--- src/design/efrb_pkg.sv ---
`timescale 1ns / 1ps
`default_nettype none

package efrb_pkg;

	localparam int MODE_W   = 3;
	localparam int IDX_W    = 5;
	localparam int BITS_W   = 16;
	localparam int TASK_W   = 8;
	localparam int STATUS_W = 2;
	localparam int REGOUT_W = 4;
	localparam int IN_W     = 32;
	localparam int OUT_W    = 40;

	typedef enum logic [MODE_W-1:0] {
		MODE_ASSIGN   = 3'd0,
		MODE_FREE     = 3'd1,
		MODE_SETWAIT  = 3'd2,
		MODE_SET      = 3'd3,
		MODE_CLEAR    = 3'd4,
		MODE_CHECK    = 3'd5,
		MODE_GET      = 3'd6,
		MODE_REASSIGN = 3'd7
	} mode_t;

	typedef enum logic [STATUS_W-1:0] {
		STATUS_OK      = 2'd0,
		STATUS_NO_ROOM = 2'd1,
		STATUS_BAD_IDX = 2'd2
	} status_t;

	// controller to datapath
	typedef struct packed {
		logic load;
		logic read;
		logic exec;
	} efrb_cmd_t;

	// datapath to controller
	typedef struct packed {
		logic out_free;
	} efrb_stat_t;

endpackage

`default_nettype wire

--- src/design/event_flag_register_bank_top.sv ---
// Channel  Dir  Handshake          Payload
// s_*      in   s_tvalid/s_tready  s_tuser: mode; s_tdata: index, wait type, flags, task
// m_*      out  m_tvalid/m_tready  m_tdata: status, index, flags, pending, wake, tasks
//
// A request word passes through accept, entry RAM read, and execute with write-back.
// The entry RAM is read through a single registered read ahead of its read-modify-write.
// Reset clears the use, pending and written bits at once; no clearing pass.
// The result sits in an output register, so the next word is accepted while it waits;
// a stalled output holds the following word in its execute cycle.
`timescale 1ns / 1ps
`default_nettype none

module event_flag_register_bank_top
	import efrb_pkg::*;
#(
	parameter int NUM_REGS   = 16,
	parameter int FLAG_WIDTH = 16
) (
	input  wire logic              clk,
	input  wire logic              arst_n,
	input  wire logic              s_tvalid,
	output logic                   s_tready,
	input  wire logic [IN_W-1:0]   s_tdata,  // reg_index, wait_all, flag_bits, task_id, zero pad
	input  wire logic [MODE_W-1:0] s_tuser,  // mode
	output logic                   m_tvalid,
	input  wire logic              m_tready,
	output logic [OUT_W-1:0]       m_tdata   // status, reg_out, flags_out, pending_out, wake,
	                                         // wake_task, prev_task
);

	efrb_cmd_t  cmd;
	efrb_stat_t st;

	logic [STATUS_W-1:0] status;
	logic [REGOUT_W-1:0] reg_out;
	logic [BITS_W-1:0]   flags_out;
	logic                pending_out;
	logic                wake;
	logic [TASK_W-1:0]   wake_task;
	logic [TASK_W-1:0]   prev_task;

	efrb_ctrl u_ctrl (
		.clk      (clk),
		.arst_n   (arst_n),
		.s_tvalid (s_tvalid),
		.s_tready (s_tready),
		.st       (st),
		.cmd      (cmd)
	);

	efrb_dp #(
		.NUM_REGS   (NUM_REGS),
		.FLAG_WIDTH (FLAG_WIDTH)
	) u_dp (
		.clk         (clk),
		.arst_n      (arst_n),
		.cmd         (cmd),
		.st          (st),
		.mode        (s_tuser),
		.reg_index   (s_tdata[4:0]),
		.wait_all    (s_tdata[5]),
		.flag_bits   (s_tdata[21:6]),
		.task_id     (s_tdata[29:22]),
		.out_valid   (m_tvalid),
		.out_ready   (m_tready),
		.status      (status),
		.reg_out     (reg_out),
		.flags_out   (flags_out),
		.pending_out (pending_out),
		.wake        (wake),
		.wake_task   (wake_task),
		.prev_task   (prev_task)
	);

	assign m_tdata = {prev_task, wake_task, wake, pending_out, flags_out, reg_out, status};

endmodule

`default_nettype wire

--- src/design/efrb_ram.sv ---
`timescale 1ns / 1ps
`default_nettype none

module efrb_ram #(
	parameter int WIDTH = 8,
	parameter int DEPTH = 16,
	parameter int AW    = (DEPTH > 1) ? $clog2(DEPTH) : 1
) (
	input  wire logic                   clk,
	input  wire logic                   we,
	input  wire logic [AW-1:0]          waddr,
	input  wire logic [WIDTH-1:0]       wdata,
	input  wire logic                   re,
	input  wire logic [AW-1:0]          raddr,
	output logic      [WIDTH-1:0]       rdata
);

	logic [WIDTH-1:0] mem_q [DEPTH];

	always_ff @(posedge clk) begin
		if (we) begin
			mem_q[waddr] <= wdata;
		end
		if (re) begin
			rdata <= mem_q[raddr];
		end
	end

endmodule

`default_nettype wire

--- src/design/efrb_ctrl.sv ---
`timescale 1ns / 1ps
`default_nettype none

module efrb_ctrl
	import efrb_pkg::*;
(
	input  wire logic       clk,
	input  wire logic       arst_n,
	input  wire logic       s_tvalid,
	output logic            s_tready,
	input  wire efrb_stat_t st,
	output efrb_cmd_t       cmd
);

	typedef enum logic [1:0] {
		ST_IDLE,
		ST_READ,
		ST_EXEC
	} state_t;

	state_t state_q;
	logic   ready_q;

	always_ff @(posedge clk or negedge arst_n) begin
		if (!arst_n) begin
			state_q <= ST_IDLE;
			ready_q <= 1'b1;
		end else begin
			unique case (state_q)
				ST_IDLE: begin
					if (s_tvalid) begin
						state_q <= ST_READ;
						ready_q <= 1'b0;
					end
				end
				ST_READ: begin
					state_q <= ST_EXEC;
				end
				ST_EXEC: begin
					// hold until the output register can take the result
					if (st.out_free) begin
						state_q <= ST_IDLE;
						ready_q <= 1'b1;
					end
				end
				default: begin
					state_q <= ST_IDLE;
					ready_q <= 1'b1;
				end
			endcase
		end
	end

	assign s_tready = ready_q;

	always_comb begin
		cmd.load = s_tvalid & ready_q;
		cmd.read = (state_q == ST_READ);
		cmd.exec = (state_q == ST_EXEC) & st.out_free;
	end

endmodule

`default_nettype wire

--- src/design/efrb_dp.sv ---
`timescale 1ns / 1ps
`default_nettype none

module efrb_dp
	import efrb_pkg::*;
#(
	parameter int NUM_REGS   = 16,
	parameter int FLAG_WIDTH = 16
) (
	input  wire logic                clk,
	input  wire logic                arst_n,
	input  wire efrb_cmd_t           cmd,
	output efrb_stat_t               st,
	input  wire logic [MODE_W-1:0]   mode,
	input  wire logic [IDX_W-1:0]    reg_index,
	input  wire logic                wait_all,
	input  wire logic [BITS_W-1:0]   flag_bits,
	input  wire logic [TASK_W-1:0]   task_id,
	output logic                     out_valid,
	input  wire logic                out_ready,
	output logic [STATUS_W-1:0]      status,
	output logic [REGOUT_W-1:0]      reg_out,
	output logic [BITS_W-1:0]        flags_out,
	output logic                     pending_out,
	output logic                     wake,
	output logic [TASK_W-1:0]        wake_task,
	output logic [TASK_W-1:0]        prev_task
);

	localparam int AW    = (NUM_REGS > 1) ? $clog2(NUM_REGS) : 1;
	localparam int WORD_W = 1 + 2 * FLAG_WIDTH + TASK_W;

	// entry word layout: {need_all, wait_mask, flag_word, owner}
	typedef struct packed {
		logic                  need_all;
		logic [FLAG_WIDTH-1:0] mask;
		logic [FLAG_WIDTH-1:0] flags;
		logic [TASK_W-1:0]     owner;
	} entry_t;

	mode_t              mode_q;
	logic [IDX_W-1:0]   idx_q;
	logic               wt_q;
	logic [BITS_W-1:0]  bits_q;
	logic [TASK_W-1:0]  task_q;

	logic [NUM_REGS-1:0] in_use_q;
	logic [NUM_REGS-1:0] pending_q;
	logic [NUM_REGS-1:0] written_q;

	logic                out_valid_q;
	logic [STATUS_W-1:0] status_q;
	logic [REGOUT_W-1:0] reg_out_q;
	logic [BITS_W-1:0]   flags_out_q;
	logic                pend_out_q;
	logic                wake_q;
	logic [TASK_W-1:0]   wake_task_q;
	logic [TASK_W-1:0]   prev_task_q;

	logic                  free_found;
	logic [AW-1:0]         free_idx;
	logic                  idx_ok;
	logic                  idx_empty;
	logic [AW-1:0]         sel;
	logic [WORD_W-1:0]     rdata;
	entry_t                cur;
	entry_t                nxt;
	logic [FLAG_WIDTH-1:0] bits;
	logic [FLAG_WIDTH-1:0] new_flags;
	logic [FLAG_WIDTH-1:0] ready_bits;
	logic                  hit;
	logic                  used;
	logic                  ram_we;
	logic                  use_wr;
	logic                  use_val;
	logic                  pend_wr;
	logic                  pend_val;

	logic [STATUS_W-1:0] r_status;
	logic [REGOUT_W-1:0] r_reg_out;
	logic [BITS_W-1:0]   r_flags;
	logic                r_pend;
	logic                r_wake;
	logic [TASK_W-1:0]   r_wake_task;
	logic [TASK_W-1:0]   r_prev_task;

	always_ff @(posedge clk) begin
		if (cmd.load) begin
			mode_q <= mode_t'(mode);
			idx_q  <= reg_index;
			wt_q   <= wait_all;
			bits_q <= flag_bits;
			task_q <= task_id;
		end
	end

	// lowest free entry
	always_comb begin
		free_found = 1'b0;
		free_idx   = '0;
		for (int k = NUM_REGS - 1; k >= 0; k--) begin
			if (!in_use_q[k]) begin
				free_found = 1'b1;
				free_idx   = AW'(k);
			end
		end
	end

	assign idx_ok    = 32'(idx_q) < NUM_REGS;
	assign idx_empty = 32'(idx_q) == NUM_REGS;
	assign sel       = (mode_q == MODE_ASSIGN) ? free_idx : (idx_ok ? AW'(idx_q) : '0);
	assign used      = idx_ok & in_use_q[sel];
	assign bits      = FLAG_WIDTH'(bits_q);

	efrb_ram #(
		.WIDTH (WORD_W),
		.DEPTH (NUM_REGS)
	) u_ram (
		.clk   (clk),
		.we    (ram_we),
		.waddr (sel),
		.wdata (nxt),
		.re    (cmd.read),
		.raddr (sel),
		.rdata (rdata)
	);

	// an entry never written reads as its reset value
	assign cur = written_q[sel] ? entry_t'(rdata) : '0;

	always_comb begin
		nxt         = cur;
		ram_we      = 1'b0;
		use_wr      = 1'b0;
		use_val     = 1'b0;
		pend_wr     = 1'b0;
		pend_val    = 1'b0;
		new_flags   = cur.flags;
		ready_bits  = '0;
		hit         = 1'b0;
		r_status    = STATUS_OK;
		r_reg_out   = '0;
		r_flags     = '0;
		r_pend      = 1'b0;
		r_wake      = 1'b0;
		r_wake_task = '0;
		r_prev_task = '0;
		unique case (mode_q)
			MODE_ASSIGN: begin
				if (free_found) begin
					r_reg_out = REGOUT_W'(free_idx);
					nxt.flags = '0;
					nxt.owner = task_q;
					ram_we    = 1'b1;
					use_wr    = 1'b1;
					use_val   = 1'b1;
					pend_wr   = 1'b1;
				end else begin
					r_status = STATUS_NO_ROOM;
				end
			end
			MODE_CHECK: begin
				if (idx_empty) begin
					r_status = STATUS_OK;
				end else if (!idx_ok) begin
					r_status = STATUS_BAD_IDX;
				end else begin
					r_flags = BITS_W'(cur.flags);
					r_pend  = pending_q[sel];
					if (pending_q[sel]) begin
						nxt.flags = '0;
						ram_we    = 1'b1;
						pend_wr   = 1'b1;
					end
				end
			end
			MODE_FREE, MODE_REASSIGN, MODE_SETWAIT, MODE_GET, MODE_SET, MODE_CLEAR: begin
				if (!used) begin
					r_status = STATUS_BAD_IDX;
				end else begin
					priority case (mode_q)
						MODE_FREE: begin
							r_prev_task = cur.owner;
							use_wr      = 1'b1;
						end
						MODE_REASSIGN: begin
							r_prev_task = cur.owner;
							nxt.flags   = '0;
							nxt.owner   = task_q;
							ram_we      = 1'b1;
							pend_wr     = 1'b1;
						end
						MODE_SETWAIT: begin
							nxt.flags    = '0;
							nxt.need_all = wt_q;
							nxt.mask     = bits;
							ram_we       = 1'b1;
							pend_wr      = 1'b1;
						end
						MODE_GET: begin
							r_flags = BITS_W'(cur.flags);
						end
						default: begin
							new_flags  = (mode_q == MODE_SET) ? (cur.flags | bits)
							                                  : (cur.flags & ~bits);
							ready_bits = cur.mask & new_flags;
							hit        = cur.need_all ? (ready_bits == cur.mask)
							                          : (ready_bits != '0);
							nxt.flags  = new_flags;
							ram_we     = 1'b1;
							if (hit) begin
								pend_wr     = 1'b1;
								pend_val    = 1'b1;
								r_wake      = 1'b1;
								r_wake_task = cur.owner;
							end
						end
					endcase
				end
			end
			default: begin
				r_status = STATUS_BAD_IDX;
			end
		endcase
		ram_we = ram_we & cmd.exec;
	end

	always_ff @(posedge clk or negedge arst_n) begin
		if (!arst_n) begin
			in_use_q  <= '0;
			pending_q <= '0;
			written_q <= '0;
		end else if (cmd.exec) begin
			if (use_wr) begin
				in_use_q[sel] <= use_val;
			end
			if (pend_wr) begin
				pending_q[sel] <= pend_val;
			end
			if (ram_we) begin
				written_q[sel] <= 1'b1;
			end
		end
	end

	always_ff @(posedge clk or negedge arst_n) begin
		if (!arst_n) begin
			out_valid_q <= 1'b0;
		end else if (cmd.exec) begin
			out_valid_q <= 1'b1;
		end else if (out_ready) begin
			out_valid_q <= 1'b0;
		end
	end

	always_ff @(posedge clk) begin
		if (cmd.exec) begin
			status_q    <= r_status;
			reg_out_q   <= r_reg_out;
			flags_out_q <= r_flags;
			pend_out_q  <= r_pend;
			wake_q      <= r_wake;
			wake_task_q <= r_wake_task;
			prev_task_q <= r_prev_task;
		end
	end

	assign st.out_free = ~out_valid_q | out_ready;
	assign out_valid   = out_valid_q;
	assign status      = status_q;
	assign reg_out     = reg_out_q;
	assign flags_out   = flags_out_q;
	assign pending_out = pend_out_q;
	assign wake        = wake_q;
	assign wake_task   = wake_task_q;
	assign prev_task   = prev_task_q;

endmodule

`default_nettype wire
--- config.mk ---
export PLATFORM = sky130hd
export DESIGN_NAME = event_flag_register_bank_top
export DESIGN_NICKNAME = d
export VERILOG_FILES = /design/src/design/efrb_pkg.sv /design/src/design/event_flag_register_bank_top.sv /design/src/design/efrb_ram.sv /design/src/design/efrb_ctrl.sv /design/src/design/efrb_dp.sv
export SDC_FILE = /design/constraint.sdc
export NUM_CORES = 1
export LEC_CHECK = 0
export BUFFER_PORTS_ARGS = -buffer_cell sky130_fd_sc_hd__buf_2
export CAP_MARGIN = 20
export CORE_AREA = 5 5 318 320
export DETAILED_ROUTE_END_ITERATION = 7
export DIE_AREA = 0 0 323 325
export SYNTH_ARGS = -nofsm -noshare
export SYNTH_HDL_FRONTEND = slang
export SYNTH_SLANG_ARGS = --single-unit
--- constraint.sdc ---
create_clock -name clk -period 5.9 [get_ports clk]
set_input_delay 0.59 -clock clk [delete_from_list [all_inputs] [get_ports clk]]
set_output_delay 0.59 -clock clk [all_outputs]
set_load 0.02 [all_outputs]
==> run summary <==
Status: finished clean
Layout cells sized above 1: 0.128
P_leak: 13.7 nW
CP Max Fanout: 23
Synth top area cells: edfxtp_1 68%, nand2_1 8.7%, nand3_1 6.5%
Reg2reg end: u_dp.u_ram.mem_q[12][39]$_DFFE_PP_
Post-synth top flop: edfxtp_1
Critical R2R Launch: u_dp.mode_q[0]$_DFFE_PP_
Crit path capture type: flop
Ys async rst share: 0.0633
Synth Register Bits: 822
# diodes: 0
H-tree depth: 3
Core area: 0.0978 mm²
Antenna Nets Post-Route: 0
Final TNS setup: 0 ns
Max Clock Freq: 208 MHz
Worst IR drop on VDD: 0.236 mV
Crit path kind: reg2reg
Synth top cells by count: 792 x nand2_1, 770 x edfxtp_1, 440 x nand3_1
Placed cells: 4074
Starting Density: 0.348
Pins Over Slew Limit: 0
Fin crit period: 4.80 ns
# DRC: 0
Area of the multi-input gates: 0.00901 mm²
Worst-Margin Slew: 1.44 ns
TritonRoute pass-1 iters: 5
Vias per Instance: 5.30
Worst slew margin: 0.0418
First-pass GRT wire length: 133000 µm
Critical path arrival: 5.07 ns
Max clock buf depth: 3
Clk sink count: 822
Netlist cell types: 75
Post-CTS Hold Buffers: 0
Synth-to-layout area growth: 14.3%
Top cell type's share of synthesized area: 0.680
WL final: 88300 µm
DRT iter0 DRCs: 2267
Largest net degree at the start of global routing: 189
Setup Fix Bufs, Post-CTS: 0
Clk pin slew, worst setup/hold paths: 0.06 ns
Max Clock Skew: 0.0275 ns
Total die area: 0.105 mm²
RSZ-0062 raised after global routing: no
Root Driver: clkbuf_16
Depth of the worst register-to-register path: 10
Number of synthesized flops with an enable pin: 770
Power per cell area: 380 mW/mm²
Vias in the first global route: 21000
Post-Syn Nets: 2835
Final HPWL DP: 45200 µm
Wirelength per Cell: 21.0 µm
Num rows: 115
Grt total ovfl: 0
Syn_area_per_cell: 12.2 µm²
# IOs: 81
GP Congestion: 0.808
GRT Total Usage: 0.164
Max Cap Viol: 0
Flop2flop setup slack: 1.10 ns
Post-Synthesis Cells: 2796
Final Power: 14.8 mW
Final Hold Violating Endpoints: 0
Seq/Total Area, Yosys: 0.718
Initial antenna violation count: 0
Number of gates resized after cts: 0
Count leader, synth: nand2_1
Worst setup SP type: flop
Post-Syn Area: 0.0340 mm²
# nets final: 2908
PortBufs: 78
Fillers: 9180
Seq. cell area: 0.0244 mm²
Vias: 22300
Final Non-Filler Cells: 4215
Clk_lat worst skew: 0.63 ns
Worst Path Required: 6.17 ns
Num CTS Buffers: 80
Ys Warns: 0
Die height: 325 µm
Final setup fails: 0
Die Wd: 323 µm
CTS tree: done
Hold Crit Class: in2async
Final worst path period share: 0.813
Area leader, netlist: edfxtp_1
cells by family after synthesis:
kind of cell    after synthesis  synth area share
buf+inv                     196            0.0233
compound gates              261            0.0517
flops                       822             0.718
xor+xnor                      1          0.000257
mux                          42            0.0152
simple gates               1474             0.192
how the worst max path moves through the flow:
stage,startpoint,to,depth (start not counted)
after detailed placement,u_dp.mode_q[0]$_DFFE_PP_,u_dp.u_ram.mem_q[12][40]$_DFFE_PP_,11
after global placement,u_dp.mode_q[0]$_DFFE_PP_,u_dp.u_ram.mem_q[12][40]$_DFFE_PP_,11
after floorplan,m_tready,u_dp.u_ram.mem_q[0][0]$_DFFE_PP_,6
final,u_dp.mode_q[0]$_DFFE_PP_,u_dp.u_ram.mem_q[12][39]$_DFFE_PP_,10
after global routing,u_dp.mode_q[0]$_DFFE_PP_,u_dp.u_ram.mem_q[12][7]$_DFFE_PP_,11
after CTS,u_dp.mode_q[0]$_DFFE_PP_,u_dp.u_ram.mem_q[12][7]$_DFFE_PP_,11
metal layers:
| layer | track usage | up-vias | part of all wire |
|---|---|---|---|
| li1 | - | 10200 | - |
| met1 | 0.248 | 11200 | 0.47 |
| met2 | 0.250 | 761 | 0.45 |
| met3 | 0.0260 | 103 | 0.069 |
| met4 | 0.0355 | 0 | 0.017 |
| met5 | 0 | - | 0 |
sequential cells by signal, indices dropped and copies added (netlist names), 5 cells and up:
| register | flops |
|---|---|
| u_dp.wake_task | 8 |
| u_dp.pending_q | 16 |
| u_dp.flags_out | 16 |
| u_dp.idx_q | 5 |
| u_dp.u_ram.rdata | 41 |
| u_dp.task_q | 8 |
| u_dp.bits | 16 |
| u_dp.written_q | 16 |
| u_dp.u_ram.mem_q | 656 |
| u_dp.in_use_q | 16 |
| u_dp.prev_task | 8 |
where the power goes:
group	switching, mW	leakage, nW	internal, mW
Sequential	0.192	7.79	7.12
Combinational	1.90	4.77	0.730
Clock	2.16	1.18	2.66
area by class of cell:
type	count	share of cell area
clock buffers	101	0.0541
clock inverters	40	0.00801
inverters	22	0.00212
multi-input cells	1778	0.232
flip-flops and latches	822	0.628
well taps	1287	0.0414
repair buffers	165	0.0346
stage by stage:
stage / area [µm²] / util / hold WS [ns] / setup slack, ns
after detailed placement: 36500 / 0.373 / 0.453 / 1.10
final: 38900 / 0.397 / 0.0887 / 1.10
after global routing: 38900 / 0.397 / 0.104 / 0.742
after global placement: 36500 / 0.373 / 0.455 / 1.20
after floorplan: 34000 / - / 0.294 / 0.234
after CTS: 38900 / 0.397 / 0.0914 / 1.08
placed cells by master, fill, tap and decap left out, drive strengths merged, types with 2 or more instances in the layout:
master    Yosys  routed
and3          5       5
and2          3       3
o22ai         6       6
clkinvlp      0       2
a211o         4       4
nand2       794     794
a31oi        42      42
nand3b        4       4
or2          17      17
mux2         36      36
or4           2       2
bufinv        0       3
nor2b        24      24
a21oi        92      92
nand4        14      14
a311oi        2       2
nor2         95      95
nor4b         2       2
nor3         38      38
o221ai        5       5
mux2i         5       5
a21o          3       3
buf          44     165
nor4          7       7
inv          22      26
edfxtp      770     770
a21boi       18      18
dfrtp        51      51
a2111oi       5       5
or3           3       3
nand3       440     440
a211oi        3       3
a32o         17      17
clkinv        0      31
nand2b       23      23
clkbuf      130     101
o211ai        4       4
o21ai        45      45
and4          2       2
worst max-delay path, cell delays in order, from the launching register on:
cell	delay (ns)
edfxtp_1	0.60
or3_1	0.54
or2_1	0.39
o2bb2ai_4	0.63
nand2_1	0.11
nand2_1	0.09
o221ai_1	0.22
o221ai_1	0.57
nand4_2	0.57
nor2_4	0.25
buf_4	0.44
Note: power is estimated with default switching activity, not from simulation.
